### src/hdl/cac_pkg.sv
// Shared constants, tables and reset values of the color angle classifier.
package cac_pkg;

   localparam int SAMPLE_BITS_DEF     = 10;
   localparam int NUM_CLASSES_DEF     = 4;
   localparam int ANGLE_FRAC_BITS_DEF = 4;

   localparam int REG_BITS      = 13;
   localparam int CLASS_BITS    = 2;
   localparam int CORDIC_STEPS  = 23;
   localparam int PRESCALE_BITS = 24;
   localparam int DEG_Q16_BITS  = 16;
   localparam int XY_MARGIN     = 4;
   localparam int Z_W           = 26;
   localparam int SENSORS       = 2;

   localparam logic signed [Z_W-1:0] DEG180_Q16 = Z_W'(11796480);

   function automatic logic signed [Z_W-1:0] atan_q16(input int step);
      case (step)
         0:       return Z_W'(2949120);
         1:       return Z_W'(1740967);
         2:       return Z_W'(919879);
         3:       return Z_W'(466945);
         4:       return Z_W'(234379);
         5:       return Z_W'(117304);
         6:       return Z_W'(58666);
         7:       return Z_W'(29335);
         8:       return Z_W'(14668);
         9:       return Z_W'(7334);
         10:      return Z_W'(3667);
         11:      return Z_W'(1833);
         12:      return Z_W'(917);
         13:      return Z_W'(458);
         14:      return Z_W'(229);
         15:      return Z_W'(115);
         16:      return Z_W'(57);
         17:      return Z_W'(29);
         18:      return Z_W'(14);
         19:      return Z_W'(7);
         20:      return Z_W'(4);
         21:      return Z_W'(2);
         22:      return Z_W'(1);
         default: return '0;
      endcase
   endfunction

   function automatic logic signed [REG_BITS-1:0] reset_angle(input int sensor, input int cls);
      if (sensor == 0) begin
         case (cls)
            0:       return REG_BITS'(456);
            1:       return REG_BITS'(400);
            2:       return REG_BITS'(688);
            3:       return REG_BITS'(320);
            default: return '0;
         endcase
      end else begin
         case (cls)
            0:       return REG_BITS'(579);
            1:       return REG_BITS'(544);
            2:       return REG_BITS'(640);
            3:       return REG_BITS'(496);
            default: return '0;
         endcase
      end
   endfunction

endpackage

### src/hdl/cac_round.sv
// Rounds the Q16 degree angle to output resolution and clamps it to +-180 degrees.
module cac_round #(
   parameter int ANGLE_FRAC_BITS = cac_pkg::ANGLE_FRAC_BITS_DEF
) (
   input  logic signed [cac_pkg::Z_W-1:0]       z,
   input  logic                                 zero,
   output logic signed [ANGLE_FRAC_BITS+8:0]    angle
);

   localparam int SH    = cac_pkg::DEG_Q16_BITS - ANGLE_FRAC_BITS;
   localparam int ANG_W = ANGLE_FRAC_BITS + 9;
   localparam int SUM_W = cac_pkg::Z_W + 1;
   localparam logic signed [SUM_W-1:0] HALF = SUM_W'(1 << (SH - 1));
   localparam logic signed [SUM_W-1:0] LIM  = SUM_W'(180 << ANGLE_FRAC_BITS);

   logic signed [SUM_W-1:0] sum, shifted;

   always_comb begin
      sum     = SUM_W'(z) + HALF;
      shifted = sum >>> SH;
      if (zero) begin
         angle = '0;
      end else if (shifted > LIM) begin
         angle = ANG_W'(LIM);
      end else if (shifted < -LIM) begin
         angle = ANG_W'(-LIM);
      end else begin
         angle = ANG_W'(shifted);
      end
   end

endmodule

### config.mk
export PLATFORM = sky130hd
export DESIGN_NAME = cac_round
export DESIGN_NICKNAME = d
export VERILOG_FILES = /design/src/hdl/cac_pkg.sv /design/src/hdl/cac_round.sv
export SDC_FILE = /design/constraint.sdc
export NUM_CORES = 1
export LEC_CHECK = 0
export ABC_AREA = 1
export BUFFER_PORTS_ARGS = -buffer_cell sky130_fd_sc_hd__buf_2
export CORE_UTILIZATION = 44
export DETAILED_ROUTE_END_ITERATION = 12
export PLACE_DENSITY = 0.8
export SYNTH_ARGS = -nofsm -noshare
export SYNTH_HDL_FRONTEND = slang
export SYNTH_SLANG_ARGS = --single-unit
### constraint.sdc
create_clock -name vclk -period 3.18
set_clock_uncertainty 0.1 [all_clocks]
set_input_delay 0.318 -clock vclk [all_inputs]
set_output_delay 0.318 -clock vclk [all_outputs]
set_load 0.03 [all_outputs]
==> run metrics <==
status=finished with violations; failing checks=design-rule violations; Buf+Inv Stages, Crit Path=2; most used cell, CP=nand2_1; Core Region=roughly 1500 µm²; Hold Vio Cnt, Final=0; drt first pass iters=9; gr ovfl total=0; Placer Congestion=0.841; final period utilization=0.796; synth cell count leaders=nand2_1, inv_1, nand3_1, nor2_1, nor2_2; Initial Util=0.468; hold buffer count at cts=0; Avg Cell Area, Syn=about 4.9 µm²; P_leak=0.502 nW; Seq cells=0; Post-CTS Setup Inserts=0; diode count=0; Max Slew Vio Count=0; Synth area leader=nand2_1; DP Area=870 µm²; vias per cell=5.22; area growth from synthesis to layout=23.4%; FF+latch area=0 µm²; nets@finish=slightly above 200; first-pass GRT wire length=approximately 3200 µm; chip width=42.0 µm; WS Path Type=input port to primary output; # DRC=1; Total GRT Usage=0.217; antenna violations before repair=0; Critical Path Sink=angle[10]; Post-Layout Cell Count=189; DRT Wirelength=1850 µm; Placed Instances=189; Max VDD drop=53.2 µV; setup tns final=0 ps; area fraction of the dominant cell type after synthesis=0.266; required time worst endpoint=2760 ps; I/O pin cnt=40; port buffer count=29; most frequent cell after synthesis=nand2_1; Ys Warns=0; largest stage delay on the critical path=250 ps; DRT iter0 DRCs=19; clock buffers=0; Worst slew margin=0.729; synthesized area=704 µm²; critical path depth=17; Slew @ Worst Pin=405 ps; number of vias in the routed layout=987; vias in the first global route=842; Cells after Synth=144; Detail Placement HPWL=roughly 1600 µm; f_max=around 400 MHz; number of routed nets with antenna violations=0; Setup crit end kind=primary output; average routed wire per standard cell=just under 10 µm; layout cells sized above 1=0.295; Final min period=~2500 ps; Die H=roughly 42 µm; max_cap viols=0; Seq/Total Area, Yosys=0; worst min path class=input port to primary output; unrepaired setup endpoints after global routing=no; Hold Path Cell Cnt=3; largest net degree at the start of global routing=10; Netlist cell types=19; die area=between 1500 and 2000 µm²; CTS resizes=0; crit path cell chain=buf_2 -> ha_1 -> nand2_1 -> nor2_2 -> nand2_2 -> nand2_1 -> nand2_1 -> nand2_1 -> nor2_1 -> nand2_1 -> nand2_1 -> nand2_1 -> nand2_2 -> nand2_4 -> nand2_8 -> nor2_2 -> buf_2; WP data arrival=between 2000 and 2500 ps; peak fanout along the critical path=8; CP startpoint kind=input port; worst setup path start=z[11]; Total Power=about 0.00012 W; Top Family by Delay on Critical Path=simple AND/OR/NAND/NOR gates; PD cells=134 nW/µm²; Synth area leaders=nand2_1, nand3_1, inv_1, nor2_1, nor2_2; Worst path slowest cell=nor2_2; design area=between 800 and 900 µm²; endpoints failing setup=0; Post-Syn Nets=172; row cnt=14
-- final cells by class --
cell class | count | area [µm²]
Tap cell | 16 | 20.0
Inverter | 18 | 67.6
Fill cell | 166 | 637
Timing Repair Buffer | 29 | 145
Multi-Input combinational cell | 126 | 637
-- through the flow --
step	utilization	hold WS (ps)	setup slack, ps
floorplan	-	646	859
finish	0.577	889	648
global route	0.577	919	366
global placement	0.577	878	752
detailed placement	0.577	888	674
CTS	0.577	888	671
-- metal layers --
layer	track usage	up-vias	wire [µm]	part of all wire
met5	0	-	0	0
met4	0.0188	0	14	0.0076
met3	0	2	68	0.037
met2	0.419	27	927	0.50
met1	0.282	440	841	0.45
li1	-	518	-	-
-- power by group --
group	switching [W]	leakage, nW	total, W	internal [W]
registers	0	0	0	0
logic	0.0000796	0.502	0.000117	0.0000373
clock network	0	0	0	0
total	0.0000796	0.502	0.000117	0.0000373
-- cells in the final DEF, fill, tap and decap left out, types with 2 or more instances in the layout --
cell type,count
a21oi_1,7
buf_2,29
inv_1,18
nand2_1,50
nand2_2,6
nand2_4,2
nand3_1,17
nand4_1,4
nor2_1,15
nor2_2,9
nor2_4,2
nor3_1,3
o21ai_0,3
xor2_1,2
-- worst min-delay path by stage --
stage          startpoint   endpoint
2_1_floorplan        zero  angle[11]
3_3_place_gp         zero   angle[8]
3_5_place_dp         zero   angle[8]
4_1_cts              zero   angle[8]
5_1_grt              zero  angle[11]
6_report             zero  angle[11]
-- kinds of logic (layout without fill, tap and decap cells) --
| family | Yosys count | in the layout | synth area share |
|---|---|---|---|
| buf+inv | 18 | 47 | 0.0959 |
| simple gates | 112 | 112 | 0.780 |
| xor+xnor | 2 | 2 | 0.0249 |
| compound gates | 11 | 11 | 0.0817 |
| fa+ha+maj | 1 | 1 | 0.0178 |
(Power assumes the default switching activity.)
