## src/hdl/cac_pkg.sv

```systemverilog
// Shared constants, tables and reset values of the color angle classifier.
package cac_pkg;

   localparam int SAMPLE_BITS_DEF     = 10;
   localparam int NUM_CLASSES_DEF     = 4;
   localparam int ANGLE_FRAC_BITS_DEF = 4;

   localparam int REG_BITS      = 13;
   localparam int CLASS_BITS    = 2;
   localparam int CORDIC_STEPS  = 23;
   localparam int PRESCALE_BITS = 24;
   localparam int DEG_Q16_BITS  = 16;
   localparam int XY_MARGIN     = 4;
   localparam int Z_W           = 26;
   localparam int SENSORS       = 2;

   localparam logic signed [Z_W-1:0] DEG180_Q16 = Z_W'(11796480);

   function automatic logic signed [Z_W-1:0] atan_q16(input int step);
      case (step)
         0:       return Z_W'(2949120);
         1:       return Z_W'(1740967);
         2:       return Z_W'(919879);
         3:       return Z_W'(466945);
         4:       return Z_W'(234379);
         5:       return Z_W'(117304);
         6:       return Z_W'(58666);
         7:       return Z_W'(29335);
         8:       return Z_W'(14668);
         9:       return Z_W'(7334);
         10:      return Z_W'(3667);
         11:      return Z_W'(1833);
         12:      return Z_W'(917);
         13:      return Z_W'(458);
         14:      return Z_W'(229);
         15:      return Z_W'(115);
         16:      return Z_W'(57);
         17:      return Z_W'(29);
         18:      return Z_W'(14);
         19:      return Z_W'(7);
         20:      return Z_W'(4);
         21:      return Z_W'(2);
         22:      return Z_W'(1);
         default: return '0;
      endcase
   endfunction

   function automatic logic signed [REG_BITS-1:0] reset_angle(input int sensor, input int cls);
      if (sensor == 0) begin
         case (cls)
            0:       return REG_BITS'(456);
            1:       return REG_BITS'(400);
            2:       return REG_BITS'(688);
            3:       return REG_BITS'(320);
            default: return '0;
         endcase
      end else begin
         case (cls)
            0:       return REG_BITS'(579);
            1:       return REG_BITS'(544);
            2:       return REG_BITS'(640);
            3:       return REG_BITS'(496);
            default: return '0;
         endcase
      end
   endfunction

endpackage

```

## src/hdl/cac_pick.sv

```systemverilog
// Picks the calibrated class nearest to the measured angle, lowest class on a tie.
module cac_pick #(
   parameter int NUM_CLASSES     = cac_pkg::NUM_CLASSES_DEF,
   parameter int ANGLE_FRAC_BITS = cac_pkg::ANGLE_FRAC_BITS_DEF
) (
   input  logic signed [ANGLE_FRAC_BITS+8:0]       angle,
   input  logic signed [cac_pkg::REG_BITS-1:0]     angles [NUM_CLASSES],
   output logic [cac_pkg::CLASS_BITS-1:0]          class_o
);

   localparam int ANG_W = ANGLE_FRAC_BITS + 9;
   localparam int D_W   = ((ANG_W > cac_pkg::REG_BITS) ? ANG_W : cac_pkg::REG_BITS) + 1;
   localparam int IDX_W = $clog2(NUM_CLASSES);

   logic signed [D_W-1:0] d  [NUM_CLASSES];
   logic [D_W-1:0]        ad [NUM_CLASSES];
   logic [D_W-1:0]        best_d;
   logic [IDX_W-1:0]      best;

   always_comb begin
      for (int k = 0; k < NUM_CLASSES; k++) begin
         d[k]  = D_W'(angle) - D_W'(angles[k]);
         ad[k] = d[k][D_W-1] ? D_W'(-d[k]) : D_W'(d[k]);
      end
   end

   always_comb begin
      best_d = ad[0];
      best   = '0;
      for (int k = 1; k < NUM_CLASSES; k++) begin
         if (ad[k] < best_d) begin
            best_d = ad[k];
            best   = IDX_W'(k);
         end
      end
      class_o = cac_pkg::CLASS_BITS'(best);
   end

endmodule

```

## config.mk

```make
export PLATFORM = sky130hd
export DESIGN_NAME = cac_pick
export DESIGN_NICKNAME = d
export VERILOG_FILES = /design/src/hdl/cac_pkg.sv /design/src/hdl/cac_pick.sv
export SDC_FILE = /design/constraint.sdc
export NUM_CORES = 1
export LEC_CHECK = 0
export BUFFER_PORTS_ARGS = -buffer_cell sky130_fd_sc_hd__clkbuf_2
export CAP_MARGIN = 20
export CORE_MARGIN = 2
export CORE_UTILIZATION = 50
export DETAILED_ROUTE_END_ITERATION = 6
export PLACE_DENSITY = 0.71
export SLEW_MARGIN = 10
export SYNTH_ARGS = -nofsm -noshare
export SYNTH_HDL_FRONTEND = slang
export SYNTH_SLANG_ARGS = --single-unit
```

## constraint.sdc

```tcl
create_clock -name vclk -period 27.1
set_clock_uncertainty 0.2 [all_clocks]
set_input_delay 5.42 -clock vclk [all_inputs]
set_output_delay 5.42 -clock vclk [all_outputs]
set_load 0.02 [all_outputs]
```

==> results of run 1 <==
## per-stage QoR
| step | util [%] | power, W |
|---|---|---|
| after floorplan | - | 0.000268 |
| after global placement | 55.8 | 0.000319 |
| after detailed placement | 55.8 | 0.000334 |
| after CTS | 55.8 | 0.000336 |
| after global routing | 55.8 | 0.000381 |
| final | 55.8 | 0.000338 |
## worst max-delay path, delay by kind of cell
family	cells	cell delay, ns
xor gates and xnor gates	2	0.37
muxes	1	0.24
and+or+nand+nor	15	2.61
buffers and inverters	4	0.41
AOI/OAI and AO/OA	23	4.12
adders and majority gates	5	1.50
## metal layers
metal	wire length (µm)	vias up	share of wire, %	GRT usage (%)
li1	-	2464	-	-
met1	5450	2199	46	29.0
met2	5980	85	50	44.6
met3	331	10	2.8	0.832
met4	91	0	0.77	2.42
met5	0	-	0	0
## final cells by class
type,count,area [µm²]
fillers,903,4050
well taps,111,139
inverters,95,357
multi-input cells,563,4280
repair buffers,67,335
## power groups by stage
stage	combinational (W)	sequential [W]	clock, W
4_1_cts	0.000336	0	0
6_report	0.000338	0	0
5_1_grt	0.000381	0	0
3_5_place_dp	0.000334	0	0
2_1_floorplan	0.000268	0	0
3_3_place_gp	0.000319	0	0
## cell usage after synthesis, types with 2 or more instances
| cell | instances | area share (%) |
|---|---|---|
| or2_2 | 4 | 0.54 |
| fa_1 | 4 | 1.7 |
| o22ai_1 | 3 | 0.40 |
| nand2_1 | 52 | 4.2 |
| o31a_1 | 2 | 0.38 |
| o31ai_1 | 10 | 1.6 |
| o21bai_1 | 3 | 0.48 |
| ha_1 | 94 | 25 |
| clkbuf_1 | 3 | 0.24 |
| o211ai_1 | 5 | 0.80 |
| and2_1 | 2 | 0.27 |
| nand2b_1 | 10 | 1.3 |
| o21ai_1 | 12 | 1.3 |
| nor2b_1 | 13 | 1.7 |
| nand3b_1 | 3 | 0.48 |
| nor3_1 | 6 | 0.64 |
| mux2_1 | 3 | 0.72 |
| or4b_1 | 3 | 0.64 |
| o21ai_0 | 38 | 4.1 |
| o41ai_1 | 2 | 0.38 |
| mux2i_1 | 15 | 3.2 |
| nor2_1 | 43 | 3.5 |
| nor4b_1 | 3 | 0.56 |
| a21boi_1 | 2 | 0.32 |
| or4_1 | 4 | 0.64 |
| a211oi_1 | 2 | 0.32 |
| xnor2_1 | 54 | 10 |
| a21oi_1 | 51 | 5.5 |
| and3_1 | 6 | 0.80 |
| o2111ai_1 | 2 | 0.38 |
| xor2_1 | 24 | 4.5 |
| nand4_1 | 5 | 0.67 |
| nand3_1 | 11 | 1.2 |
| a211o_1 | 2 | 0.38 |
| o21a_1 | 12 | 1.9 |
| a21o_1 | 20 | 3.2 |
| or3_1 | 9 | 1.2 |
| inv_1 | 95 | 7.6 |
| a2111oi_0 | 2 | 0.38 |
| a31oi_1 | 2 | 0.27 |
| or2_1 | 2 | 0.27 |
## kinds of logic (layout without fill, tap and decap cells)
family / after synthesis / in the layout / share of synthesized area, %
compound gates: 184 / 184 / 25.7
simple gates: 183 / 183 / 19.8
buf+inv: 102 / 162 / 8.46
fa+ha+maj: 98 / 98 / 26.9
xor+xnor: 79 / 79 / 15.0
mux: 19 / 19 / 4.18
## path summary, 6_finish.rpt
kind,slack (ns),endpoint,from
worst max-delay path,6.79,class_o[0],angle[0]
worst min-delay path,11.52,class_o[0],angles[13]
==> impl_metrics.env, run 1 <==
export IMPL_io_buffers=67
export IMPL_hold_depth=6
export IMPL_max_freq_ghz=0.0492
export IMPL_via_count=4758
export IMPL_drv_cap=0
export IMPL_powerDensity_mw_per_mm2=66.2
export IMPL_switching_share_pct=56.4
export IMPL_critPathSlowestCell="or4b_1"
export IMPL_drive_gt1_share_pct=11.3
export IMPL_syn2layout_area_growth_pct=9.32
export IMPL_finalCriticalPeriod_ns=20.31
export IMPL_setup_viol=0
export IMPL_cp_arrival_ns=14.69
export IMPL_hp_class="in -> out"
export IMPL_dpl_cell_area_mm2=0.00511
export IMPL_setup_ws_ns=6.79
export IMPL_syn_nets=828
export IMPL_seq_area_frac_synth_pct=0
export IMPL_cts_hold_buf=0
export IMPL_grt_pass1_wl_mm=19.5
export IMPL_final_hold_violation_count=0
export IMPL_crit_path_end_kind="output pin"
export IMPL_ir_drop_mv=0.0475
export IMPL_coreArea_mm2=0.00915
export IMPL_placedCellCount=836
export IMPL_required_ns=21.48
export IMPL_p_sw_w=0.000191
export IMPL_pin_count=67
export IMPL_grt_max_degree=26
export IMPL_drt_initial_drc_count=171
export IMPL_crit_path_max_fanout=25
export IMPL_p_int_w=0.000147
export IMPL_synthCells=665
export IMPL_final_area_mm2=0.00511
export IMPL_outcome="complete, no violations"
export IMPL_final_common_cell="inv_1"
export IMPL_slew_violations=0
export IMPL_layout_common_cells="95 x inv_1, 94 x ha_1, 67 x clkbuf_2"
export IMPL_seqPwrFrac_pct=0
export IMPL_wire_per_inst_um=14.2
export IMPL_cp_start_kind="input port"
export IMPL_seq_area_um2=0
export IMPL_timing_hold_ws_ns=11.52
export IMPL_routabilityCongestion=0.915
export IMPL_slew_headroom_pct=35.5
export IMPL_path_common_cell="a21o_1"
export IMPL_dp_slack_ns=6.85
export IMPL_tightest_slew_ns=0.967
export IMPL_avgSynthCellArea_um2=7.02
export IMPL_die_h_um=101
export IMPL_fp_row_count=35
export IMPL_syn_area_mm2=0.00467
export IMPL_die_x_um=101
export IMPL_worstSetupPathType="in -> out"
export IMPL_combinationalPowerShare_pct=100.0
export IMPL_dieArea_mm2=0.0101
export IMPL_layout_cells_non_filler=836
export IMPL_p_clk_share_pct=0
export IMPL_dp_hpwl_mm=10.7
export IMPL_postCtsSetupBuffers=0
export IMPL_start_util_pct=51.0
export IMPL_insertedDiodeCount=0
export IMPL_cts_resized=0
export IMPL_routed_wl_mm=11.8
export IMPL_antenna_found_initial=0
export IMPL_nFlopsAndLatches=0
export IMPL_dr_pass1_iters=4
export IMPL_rsz0062_at_grt="false"
export IMPL_grtUsageTotal_pct=23.1
export IMPL_via_per_inst=5.69
export IMPL_yosysWarnings=0
export IMPL_fin_crit_sh_pct=75.0
export IMPL_fin_setup_tns_ns=0
export IMPL_ant_nets=0
export IMPL_p_leak_nw=2.64
export IMPL_gr_total_overflow=0
export IMPL_critical_path_max_stage_delay_ns=0.49
export IMPL_synth_cell_types=68
export IMPL_grt_pass1_vias=4560
export IMPL_clockBufferCount=0
export IMPL_final_nets=890
export IMPL_route_detailed_drc=0
(Power assumes the default switching activity.)
==> run 2, diff against run 1 <==
==> constraint.sdc (replaced) <==
create_clock -name vclk -period 18.7
set_clock_uncertainty 0.2 [all_clocks]
set_input_delay 3.74 -clock vclk [all_inputs]
set_output_delay 3.74 -clock vclk [all_outputs]
set_load 0.02 [all_outputs]
==> run 2 against run 1 <==
Cell count unchanged; sequential share of layout area unchanged; critical path type unchanged; combinational power up 45%; count of clock-buffer cells in the layout unchanged; highest routed layer unchanged; non-clock buffer count unchanged; via count up 0.50%.
==> impl_metrics.env, run 2 (synthesis results as in run 1) <==
export IMPL_ir_drop_mv=0.0581
export IMPL_crit_end="class_o[0]"
export IMPL_drt_initial_drc_count=193
export IMPL_p_leak_nw=2.64
export IMPL_critPathSlowestCell="fa_1"
export IMPL_final_area_mm2=0.00511
export IMPL_cp_start_kind="input port"
export IMPL_crit_path_max_fanout=25
export IMPL_combinationalPowerShare_pct=100.0
export IMPL_routed_wl_mm=11.8
export IMPL_outcome="complete, no violations"
export IMPL_via_count=4782
export IMPL_grt_pass1_wl_mm=19.3
export IMPL_final_common_cell="inv_1"
export IMPL_worstHoldStart="angles[13]"
export IMPL_critical_path_max_stage_delay_ns=0.47
export IMPL_routabilityCongestion=0.915
export IMPL_setup_viol=0
export IMPL_required_ns=14.76
export IMPL_coreArea_mm2=0.00915
export IMPL_die_x_um=101
export IMPL_fp_row_count=35
export IMPL_slew_violations=0
export IMPL_tightest_slew_ns=0.976
export IMPL_p_clk_share_pct=0
export IMPL_grt_max_degree=26
export IMPL_layout_common_cells="95 x inv_1, 94 x ha_1, 67 x clkbuf_2"
export IMPL_route_detailed_drc=0
export IMPL_cts_hold_buf=0
export IMPL_die_h_um=101
export IMPL_gr_total_overflow=0
export IMPL_ant_nets=0
export IMPL_worstSetupPathType="in -> out"
export IMPL_powerDensity_mw_per_mm2=95.9
export IMPL_rsz0062_at_grt="false"
export IMPL_path_common_cell="a21o_1"
export IMPL_hold_depth=6
export IMPL_seqPwrFrac_pct=0
export IMPL_seq_area_um2=0
export IMPL_fin_setup_tns_ns=0
export IMPL_fin_crit_sh_pct=90.6
export IMPL_slew_headroom_pct=34.9
export IMPL_finalCriticalPeriod_ns=16.95
export IMPL_max_freq_ghz=0.0590
export IMPL_nFlopsAndLatches=0
export IMPL_dpl_cell_area_mm2=0.00511
export IMPL_dieArea_mm2=0.0101
export IMPL_p_int_w=0.000213
export IMPL_grt_pass1_vias=4505
export IMPL_pin_count=67
export IMPL_final_nets=890
export IMPL_insertedDiodeCount=0
export IMPL_syn2layout_area_growth_pct=9.32
export IMPL_p_sw_w=0.000276
export IMPL_fillers=904
export IMPL_io_buffers=67
export IMPL_dp_hpwl_mm=10.6
export IMPL_cts_resized=0
export IMPL_grtUsageTotal_pct=22.9
export IMPL_via_per_inst=5.72
export IMPL_drv_cap=0
export IMPL_setup_ws_ns=1.75
export IMPL_clockBufferCount=0
export IMPL_drive_gt1_share_pct=11.3
export IMPL_crit_path_end_kind="output pin"
export IMPL_cp_arrival_ns=13.01
export IMPL_wire_per_inst_um=14.1
export IMPL_final_hold_violation_count=0
export IMPL_antenna_found_initial=0
export IMPL_critPathLaunch="angle[1]"
export IMPL_dp_slack_ns=1.81
export IMPL_postCtsSetupBuffers=0
export IMPL_start_util_pct=51.0
export IMPL_timing_hold_ws_ns=8.13
export IMPL_switching_share_pct=56.4
export IMPL_dr_pass1_iters=5
export IMPL_hp_class="in -> out"
[run 2: area by class of cell]
type	count	area (µm²)	share of cell area, %
Tap cell	111	139	2.72
Multi-Input combinational cell	563	4280	83.7
Inverter	95	357	6.98
Timing Repair Buffer	67	335	6.57
[run 2: stage by stage]
stage,instances,total power (W),utilization [%]
after CTS,836,0.000486,55.8
after global placement,836,0.000463,55.8
after detailed placement,836,0.000483,55.8
after floorplan,665,0.000388,-
final,836,0.000490,55.8
after global routing,836,0.000551,55.8
[run 2: power groups by stage]
stage	clock, W	combinational (W)	sequential [W]
2_1_floorplan	0	0.000388	0
3_3_place_gp	0	0.000463	0
3_5_place_dp	0	0.000483	0
4_1_cts	0	0.000486	0
5_1_grt	0	0.000551	0
6_report	0	0.000490	0
[run 2: critical path: cells and delay by family]
family,cells,cell delay [ns]
compound gates,23,4.31
xor+xnor,2,0.34
fa+ha+maj,4,1.23
buf+inv,4,0.58
mux,1,0.24
simple gates,15,2.56
[run 2: worst min-delay path by stage]
stage / end / slack (ns)
2_1_floorplan: class_o[0] / 7.87
3_3_place_gp: class_o[0] / 8.11
3_5_place_dp: class_o[0] / 8.13
4_1_cts: class_o[0] / 8.13
5_1_grt: class_o[0] / 8.18
6_report: class_o[0] / 8.13
[run 2: metal layers]
metal  vias to the layer above  wire length, µm  track usage [%]
li1                       2463                -                -
met4                         0              121             2.85
met1                      2204             5400             29.3
met3                        12              464            0.347
met2                       103             5810             43.7
met5                         -                0                0
