**config.mk**
```make
export PLATFORM = sky130hd
export DESIGN_NAME = cac_cell
export DESIGN_NICKNAME = d
export VERILOG_FILES = /design/src/hdl/cac_pkg.sv /design/src/hdl/cac_cell.sv
export SDC_FILE = /design/constraint.sdc
export NUM_CORES = 1
export LEC_CHECK = 0
export BUFFER_PORTS_ARGS = -buffer_cell sky130_fd_sc_hd__buf_2
export CORE_MARGIN = 1.5
export CORE_UTILIZATION = 25
export DETAILED_ROUTE_END_ITERATION = 8
export PLACE_DENSITY = 0.45
export SLEW_MARGIN = 20
export SYNTH_ARGS = -nofsm -noshare
export SYNTH_HDL_FRONTEND = slang
export SYNTH_SLANG_ARGS = --single-unit
```
**constraint.sdc**
```tcl
create_clock -name clock -period 3.9 [get_ports clock]
set_input_delay 0.78 -clock clock [delete_from_list [all_inputs] [get_ports clock]]
set_output_delay 0.78 -clock clock [all_outputs]
set_load 0.03 [all_outputs]
```
**src/hdl/cac_pkg.sv**
```systemverilog
// Shared constants, tables and reset values of the color angle classifier.
package cac_pkg;

   localparam int SAMPLE_BITS_DEF     = 10;
   localparam int NUM_CLASSES_DEF     = 4;
   localparam int ANGLE_FRAC_BITS_DEF = 4;

   localparam int REG_BITS      = 13;
   localparam int CLASS_BITS    = 2;
   localparam int CORDIC_STEPS  = 23;
   localparam int PRESCALE_BITS = 24;
   localparam int DEG_Q16_BITS  = 16;
   localparam int XY_MARGIN     = 4;
   localparam int Z_W           = 26;
   localparam int SENSORS       = 2;

   localparam logic signed [Z_W-1:0] DEG180_Q16 = Z_W'(11796480);

   function automatic logic signed [Z_W-1:0] atan_q16(input int step);
      case (step)
         0:       return Z_W'(2949120);
         1:       return Z_W'(1740967);
         2:       return Z_W'(919879);
         3:       return Z_W'(466945);
         4:       return Z_W'(234379);
         5:       return Z_W'(117304);
         6:       return Z_W'(58666);
         7:       return Z_W'(29335);
         8:       return Z_W'(14668);
         9:       return Z_W'(7334);
         10:      return Z_W'(3667);
         11:      return Z_W'(1833);
         12:      return Z_W'(917);
         13:      return Z_W'(458);
         14:      return Z_W'(229);
         15:      return Z_W'(115);
         16:      return Z_W'(57);
         17:      return Z_W'(29);
         18:      return Z_W'(14);
         19:      return Z_W'(7);
         20:      return Z_W'(4);
         21:      return Z_W'(2);
         22:      return Z_W'(1);
         default: return '0;
      endcase
   endfunction

   function automatic logic signed [REG_BITS-1:0] reset_angle(input int sensor, input int cls);
      if (sensor == 0) begin
         case (cls)
            0:       return REG_BITS'(456);
            1:       return REG_BITS'(400);
            2:       return REG_BITS'(688);
            3:       return REG_BITS'(320);
            default: return '0;
         endcase
      end else begin
         case (cls)
            0:       return REG_BITS'(579);
            1:       return REG_BITS'(544);
            2:       return REG_BITS'(640);
            3:       return REG_BITS'(496);
            default: return '0;
         endcase
      end
   endfunction

endpackage

```
**src/hdl/cac_cell.sv**
```systemverilog
// One CORDIC vectoring iteration cell with its stage registers.
module cac_cell #(
   parameter int SHIFT = 0,
   parameter int XY_W  = cac_pkg::SAMPLE_BITS_DEF + cac_pkg::PRESCALE_BITS + cac_pkg::XY_MARGIN
) (
   input  logic                             clock,
   input  logic                             en,
   input  logic signed [XY_W-1:0]           x_src,
   input  logic signed [XY_W-1:0]           y_src,
   input  logic signed [cac_pkg::Z_W-1:0]   z_src,
   input  logic                             zero_src,
   output logic signed [XY_W-1:0]           x_out,
   output logic signed [XY_W-1:0]           y_out,
   output logic signed [cac_pkg::Z_W-1:0]   z_out,
   output logic                             zero_out
);

   localparam logic signed [cac_pkg::Z_W-1:0] ATAN = cac_pkg::atan_q16(SHIFT);

   logic signed [XY_W-1:0]         xs, ys;
   logic signed [XY_W-1:0]         x_in, y_in, x_ff, y_ff;
   logic signed [cac_pkg::Z_W-1:0] z_in, z_ff;
   logic                           zero_ff;

   always_comb begin
      xs = x_src >>> SHIFT;
      ys = y_src >>> SHIFT;
      if (!y_src[XY_W-1]) begin
         x_in = x_src + ys;
         y_in = y_src - xs;
         z_in = z_src + ATAN;
      end else begin
         x_in = x_src - ys;
         y_in = y_src + xs;
         z_in = z_src - ATAN;
      end
   end

   always_ff @(posedge clock) begin
      if (en) begin
         x_ff    <= x_in;
         y_ff    <= y_in;
         z_ff    <= z_in;
         zero_ff <= zero_src;
      end
   end

   assign x_out    = x_ff;
   assign y_out    = y_ff;
   assign z_out    = z_ff;
   assign zero_out = zero_ff;

endmodule

```
==> metrics, run 1 <==
share of the synthesized area in the top cell type 0.2973; gr usage total 0.1835; Post-CTS Resized 0; Tightest Hold Check Type in2reg; DIE HEIGHT 206 um; Max-Slew Margin vs Limit 0.4677; first-pass GRT wire length between 50000 and 60000 um; Final Hold Fails 0; RePlAce Congestion 0.8939; post-route minimum period 3661 ps; postcts setup bufs 0; arrival time worst endpoint 3810 ps; Fmax 273.2 MHz; Distinct cells, synth 81; vias per cell 4.933; Final nets 1721; post-cts hold buffer count 0; Area growth syn-to-layout 26.46%; VDD IR-drop max 0.0001803 V; number of diodes 0; PortBufs 207; die area 0.04244 mm^2; # setup viols final 0; crit-path max FO 6; Synth Flop Type edfxtp_1; LEAKAGE 5.824 nW; Slew @ Worst Pin 798.5 ps; routed wire length 38910 um; Met2 Wirelength 17590 um; core box area 0.04074 mm^2; Critical Path Start Type input port; Metal-1 WL 18500 um; Hold Crit Depth 1; Final HPWL DP 31890 um; Tot Pwr 4.533 mW; DR vias around 10000; Worst-path clk slew 80 ps; Avg Synthesized Cell Area 8.550 um^2; crit share post-route 0.9387; top-count cell post-synth a21oi_1; Pins Over Slew Limit 0; largest net degree at the start of global routing 62; Synth area leaders edfxtp_1 (30%), ha_1 (14%), a21oi_1 (7.2%), xnor2_1 (5.4%), inv_1 (4.2%); CP most frequent cell nor3_1; Hold Path End z_out[4]; Die X 206 um; Final Instance Area 0.01303 mm^2; antenna violations before repair 0; syn nets about 1400; hold wc startpoint z_src[4]; H-tree depth 3; EDFF count, synth 102; YS warnings 0; Root Buffer Master clkbuf_16; power per standard cell area 347.9 mW/mm^2; Inserted Clock Buffers 9; Synth Register Bits slightly above 100; Antenna Violating Nets Remaining 0; DR top layer met4; Critical Path, Cell by Cell buf_2 > inv_1 > ha_1 > or4_1 > nor3_1 > a21boi_1 > o21ai_0 > buf_4 > a21oi_1 > a31oi_1 > o31a_1 > nor3_1 > and4b_1; CP required about 4100 ps; clock buffer depth 2; io pins about 210; starting density of the core 0.2529; First DRT Iteration DRCs 753; outcome complete, no violations; Post-synth ARST share 0; share of cells above drive strength 1 0.2483; placed instance area about 0.013 mm^2; CTS tree built; global route overflow 0; Clock Sinks 102; Post-Syn Instances about 1200; crit path max-delay cell type or4_1; post-synthesis sequential area ratio 0.2973; Crit path largest cell delay ~570 ps; DR WL/cell 19.17 um; RSZ-0062 raised after global routing false; met3 WL approximately 1900 um; CP endpoint kind register; Mapped Area 0.01030 mm^2; vias in the first global route around 10000; Post-synth top cells a21oi_1 (149), ha_1 (119), inv_1 (116), edfxtp_1 (102), nor2_1 (102); first-pass detailed-route iteration total 5; DRC 0; max cap viols 0; Setup Crit Path Kind in2reg; post-synth top area cell edfxtp_1; num rows 74
-- cell type report --
class / instances / area (um^2)
Clock buffer: 9 / 225.2
Inverter: 121 / 454.2
Sequential cell: 102 / 3063
Tap cell: 532 / 665.6
Fill cell: 4382 / 27710
Multi-Input combinational cell: 927 / 6550
Timing Repair Buffer: 332 / 1992
Clock inverter: 7 / 78.83
-- flip-flops by register name, summed over array words and instances, names as in the netlist --
signal    count
zero_out      1
x_out        38
y_out        37
z_out        26
-- layer usage --
layer	track usage	vias up
met5	0	-
met4	0.06108	0
met3	0.02271	42
met2	0.2948	284
met1	0.2533	4752
li1	-	4937
-- where the power goes --
part / total, mW / switching, mW / internal [mW]
sequential: 1.48 / 0.0507 / 1.43
clock: 0.991 / 0.483 / 0.508
combinational: 2.06 / 1.32 / 0.737
-- worst max path at each step --
stage	from	end	slack, ps	cells past startpoint
final	x_src[11]	y_out[36]	240	13
after global routing	x_src[11]	y_out[36]	50	13
after CTS	x_src[11]	y_out[36]	240	13
after detailed placement	x_src[11]	y_out[36]	-160	13
after global placement	x_src[0]	y_out[26]	-70	13
after floorplan	x_src[0]	y_out[26]	540	11
-- critical path: cells and delay by family --
| family | cells | cell delay, ps |
|---|---|---|
| simple gates | 4 | 1160 |
| buf+inv | 3 | 290 |
| compound gates | 5 | 1260 |
| fa+ha+maj | 1 | 300 |
-- stage by stage --
| stage | instances | hold slack [ps] | worst slack [ps] | util | TNS [ps] |
|---|---|---|---|---|---|
| 6_report | 2030 | 569.6 | 239.2 | 0.3198 | 0 |
| 5_1_grt | 2030 | 557.0 | 47.35 | 0.3198 | 0 |
| 4_1_cts | 2030 | 545.2 | 244.3 | 0.3198 | 0 |
| 3_5_place_dp | 2014 | 958.7 | -157.9 | 0.3123 | -668.1 |
| 3_3_place_gp | 2014 | 957.7 | -70.20 | 0.3123 | -214.3 |
| 2_1_floorplan | 1205 | 878.9 | 536.2 | - | 0 |
-- layout by cell type, fill, tap and decap left out, types with 5 or more instances in the layout --
master     netlist  layout
buf_2           14     205
a21oi_1        149     149
buf_4            3     126
ha_1           119     119
inv_1          116     116
nor2_1         102     102
edfxtp_1       102     102
xnor2_1         63      63
o21ai_0         63      63
nand2_1         56      56
o21bai_1        40      40
a21o_1          32      32
nor3_1          30      30
mux2i_1         21      21
a211oi_1        19      19
nor2b_1         17      17
xor2_1          15      15
nand3_1         15      15
o31ai_1         15      15
nand4_1         15      15
a31oi_1         14      14
o211ai_1        11      11
nand2b_1         9       9
nor4_1           9       9
clkbuf_16        0       9
and2_1           6       6
a311oi_1         6       6
o21a_1           6       6
clkinv_1         4       5
or2_2            5       5
-- cells by family (layout without fill, tap and decap cells) --
logic type / Yosys count / in the layout / synth area share
AO/OA/AOI/OAI: 411 / 411 / 0.2561
AND/OR/NAND/NOR: 293 / 293 / 0.1395
multiplexers: 22 / 22 / 0.02150
XOR/XNOR: 78 / 78 / 0.06631
adder cells (fa/ha/maj): 123 / 123 / 0.1523
buffers and inverters: 176 / 469 / 0.06692
flip-flops: 102 / 102 / 0.2973
Power figures use the tool's default switching activity.
==> run 2, diff against run 1 <==
ABC_AREA = 1   (was default)
CORE_MARGIN = default   (was 1.5)
PLACE_DENSITY = 0.44   (was 0.45)
==> metrics, run 2 <==
outcome complete, no violations; Critical Path, Cell by Cell buf_2 > inv_1 > ha_1 > nand2_1 > nor2_1 > nand2_1 > nand3_1 > inv_1 > o21ai_0 > nand2_1 > nand2_1 > nand2_1 > nand3_1 > nand2_1; Avg Synthesized Cell Area 6.452 um^2 (-25%); CP required 4040 ps (about the same); post-synthesis sequential area ratio 0.2621 (-0.03518); clock buffer depth 2 (unchanged); Post-Syn Instances 1811 (+50%); CP endpoint kind register; Tightest Hold Check Type in2reg; placed instance area 0.01338 mm^2 (+5.1%); Post-synth ARST share 0 (unchanged); crit share post-route 0.7737 (-0.1650); global route overflow 0 (unchanged); DIE HEIGHT 218.2 um (+5.9%); Area growth syn-to-layout 17.18%; Hold Crit Depth 1 (unchanged); DR vias 12303 (+23%); crit-path max FO 10 (+4); Synth Flop Type edfxtp_1; worst path bufs/invs 3 (unchanged); Die X 218.2 um (+5.9%); number of diodes 0 (unchanged); die area 0.04761 mm^2 (+12%); hold wc startpoint z_src[4]; DRC 0 (unchanged); Post-synth top cells nand2_1 (535), inv_1 (276), nor2_1 (175), nand3_1 (153), a21oi_1 (151); arrival time worst endpoint 3160 ps (-650 ps); Final Instance Area 0.01369 mm^2 (+5.1%); routed wire length 48370 um (+24%); Inserted Clock Buffers 9 (unchanged); max cap viols 0 (unchanged); largest net degree at the start of global routing 76 (+23%); H-tree depth 3 (unchanged); fillers 5139 (+17%); Antenna Violating Nets Remaining 0 (unchanged); Crit path largest cell delay 520 ps (-50 ps); Setup Crit Path Kind in2reg; EDFF count, synth 102 (unchanged); DR WL/cell 18.54 um (-3.3%); Synth Register Bits 102 (unchanged); Max-Slew Margin vs Limit 0.3864 (-0.08130); delay-heaviest family, CP simple AND/OR/NAND/NOR gates; Final nets 2232 (+30%); Slew @ Worst Pin 920.5 ps (+121.9 ps); Mapped Area 0.01168 mm^2 (+13%); Final HPWL DP 40640 um (+27%); Worst-path clk slew 80 ps (about the same); Post-CTS Resized 0 (unchanged); multi-input logic area 0.007282 mm^2 (+11%); # setup viols final 0 (unchanged); io pins 208 (unchanged); Storage cell area 0.003063 mm^2 (unchanged); first-pass detailed-route iteration total 5 (unchanged); Root Buffer Master clkbuf_16; Synth area leaders edfxtp_1 (26%), nand2_1 (17%), ha_1 (13%), inv_1 (8.9%), nand3_1 (6.6%); Clock Sinks 102 (unchanged); starting density of the core 0.2553 (+0.002403); LEAKAGE 6.961 nW (+20%); post-synth top area cell edfxtp_1; vias per cell 4.716 (-4.4%); share of cells above drive strength 1 0.1294 (-0.1189); PortBufs 207 (unchanged); first-pass GRT wire length 72020 um (+22%); top-count cell post-synth nand2_1; Pins Over Slew Limit 0 (unchanged); First DRT Iteration DRCs 881 (+17%); most frequent cells in the layout nand2_1 (535), inv_1 (275), buf_2 (206); Critical Path Start Type input port; post-cts hold buffer count 0 (unchanged); Fmax 331.4 MHz (+21%); number of flip-flops in the largest register 38 (unchanged); Distinct cells, synth 34 (-58%); RePlAce Congestion 0.9644 (+7.9%); crit path max-delay cell type ha_1; gr usage total 0.2031 (+0.01964); post-route minimum period 3017 ps (-643.6 ps); YS warnings 0 (unchanged); core box area 0.04577 mm^2 (+12%); vias in the first global route 12160 (+20%); commonest non-fill, non-tap cell in the layout nand2_1; CTS tree built; antenna violations before repair 0 (unchanged); RSZ-0062 raised after global routing false; Hold Path End z_out[4]; syn nets 2039 (+42%); postcts setup bufs 0 (unchanged); share of the synthesized area in the top cell type 0.2621 (-0.03518); Hold Worst Slack 561.3 ps (-8.267 ps); CP most frequent cell nand2_1; Final TNS setup 0 ps (unchanged); Post-Place Cells 2593 (+29%); VDD IR-drop max 0.0001779 V (-1.3%); Post-Layout Cell Count 2609 (+29%); num rows 78 (+5.4%); power per standard cell area 330.7 mW/mm^2 (-5.0%); Final Hold Fails 0 (unchanged)
==> run 2: changes by cell type after synthesis, sizes merged, moves of 21 or more <==
| cell | delta |
|---|---|
| nand2 | +481 |
| inv | +159 |
| nand3 | +139 |
| nor2 | +78 |
| xnor2 | -60 |
| o21ai | +53 |
| a21o | -27 |
| o21bai | -24 |
| a211oi | -21 |
| mux2i | -21 |
| xor2 | +21 |
==> run 2: kinds of logic (layout without fill, tap and decap cells) <==
group	after synthesis	after routing	synth area share
AOI/OAI and AO/OA	314	314	0.1425
and+or+nand+nor	908	908	0.3172
adders and majority gates	123	123	0.1343
xor gates and xnor gates	39	39	0.02923
buffers and inverters	325	523	0.1147
DFF	102	102	0.2621
==> run 2: layer usage <==
layer	track usage	vias up	part of all wire
met3	0.02770	65	0.050
met1	0.2772	5672	0.48
met4	0.07343	0	0.029
li1	-	6212	-
met2	0.3242	354	0.44
met5	0	-	0
==> run 2: how the worst max path moves through the flow <==
stage                         start         to  cells after the start
after floorplan           y_src[37]  z_out[23]                     10
after global placement     x_src[4]  x_out[29]                     14
after detailed placement   x_src[4]  x_out[29]                     14
after CTS                  x_src[4]  x_out[29]                     14
after global routing       x_src[4]  x_out[29]                     14
final                      x_src[4]  x_out[29]                     14
==> run 2: area by class of cell <==
class                      instances  share of cell area
multi-input combinational       1384              0.5318
sequential                       102              0.2237
timing repair buffer             231             0.09083
inverter                         276             0.07566
tap                              600             0.05483
clock buffer                       9             0.01645
clock inverter                     7            0.006671
==> run 2: through the flow <==
stage                     worst slack, ps  total power, mW    util
after CTS                           889.2            4.577  0.2991
after floorplan                      1280            2.777       -
after detailed placement            466.3            3.495  0.2922
after global routing                635.1            4.817  0.2991
final                               882.7            4.527  0.2991
after global placement              427.2            3.501  0.2922
==> run 2: power breakdown <==
part	switching (mW)	internal, mW	leakage, nW
registers	0.0431	1.40	0.997
logic	1.46	0.577	5.81
clock network	0.532	0.517	0.152
total	2.04	2.49	6.96
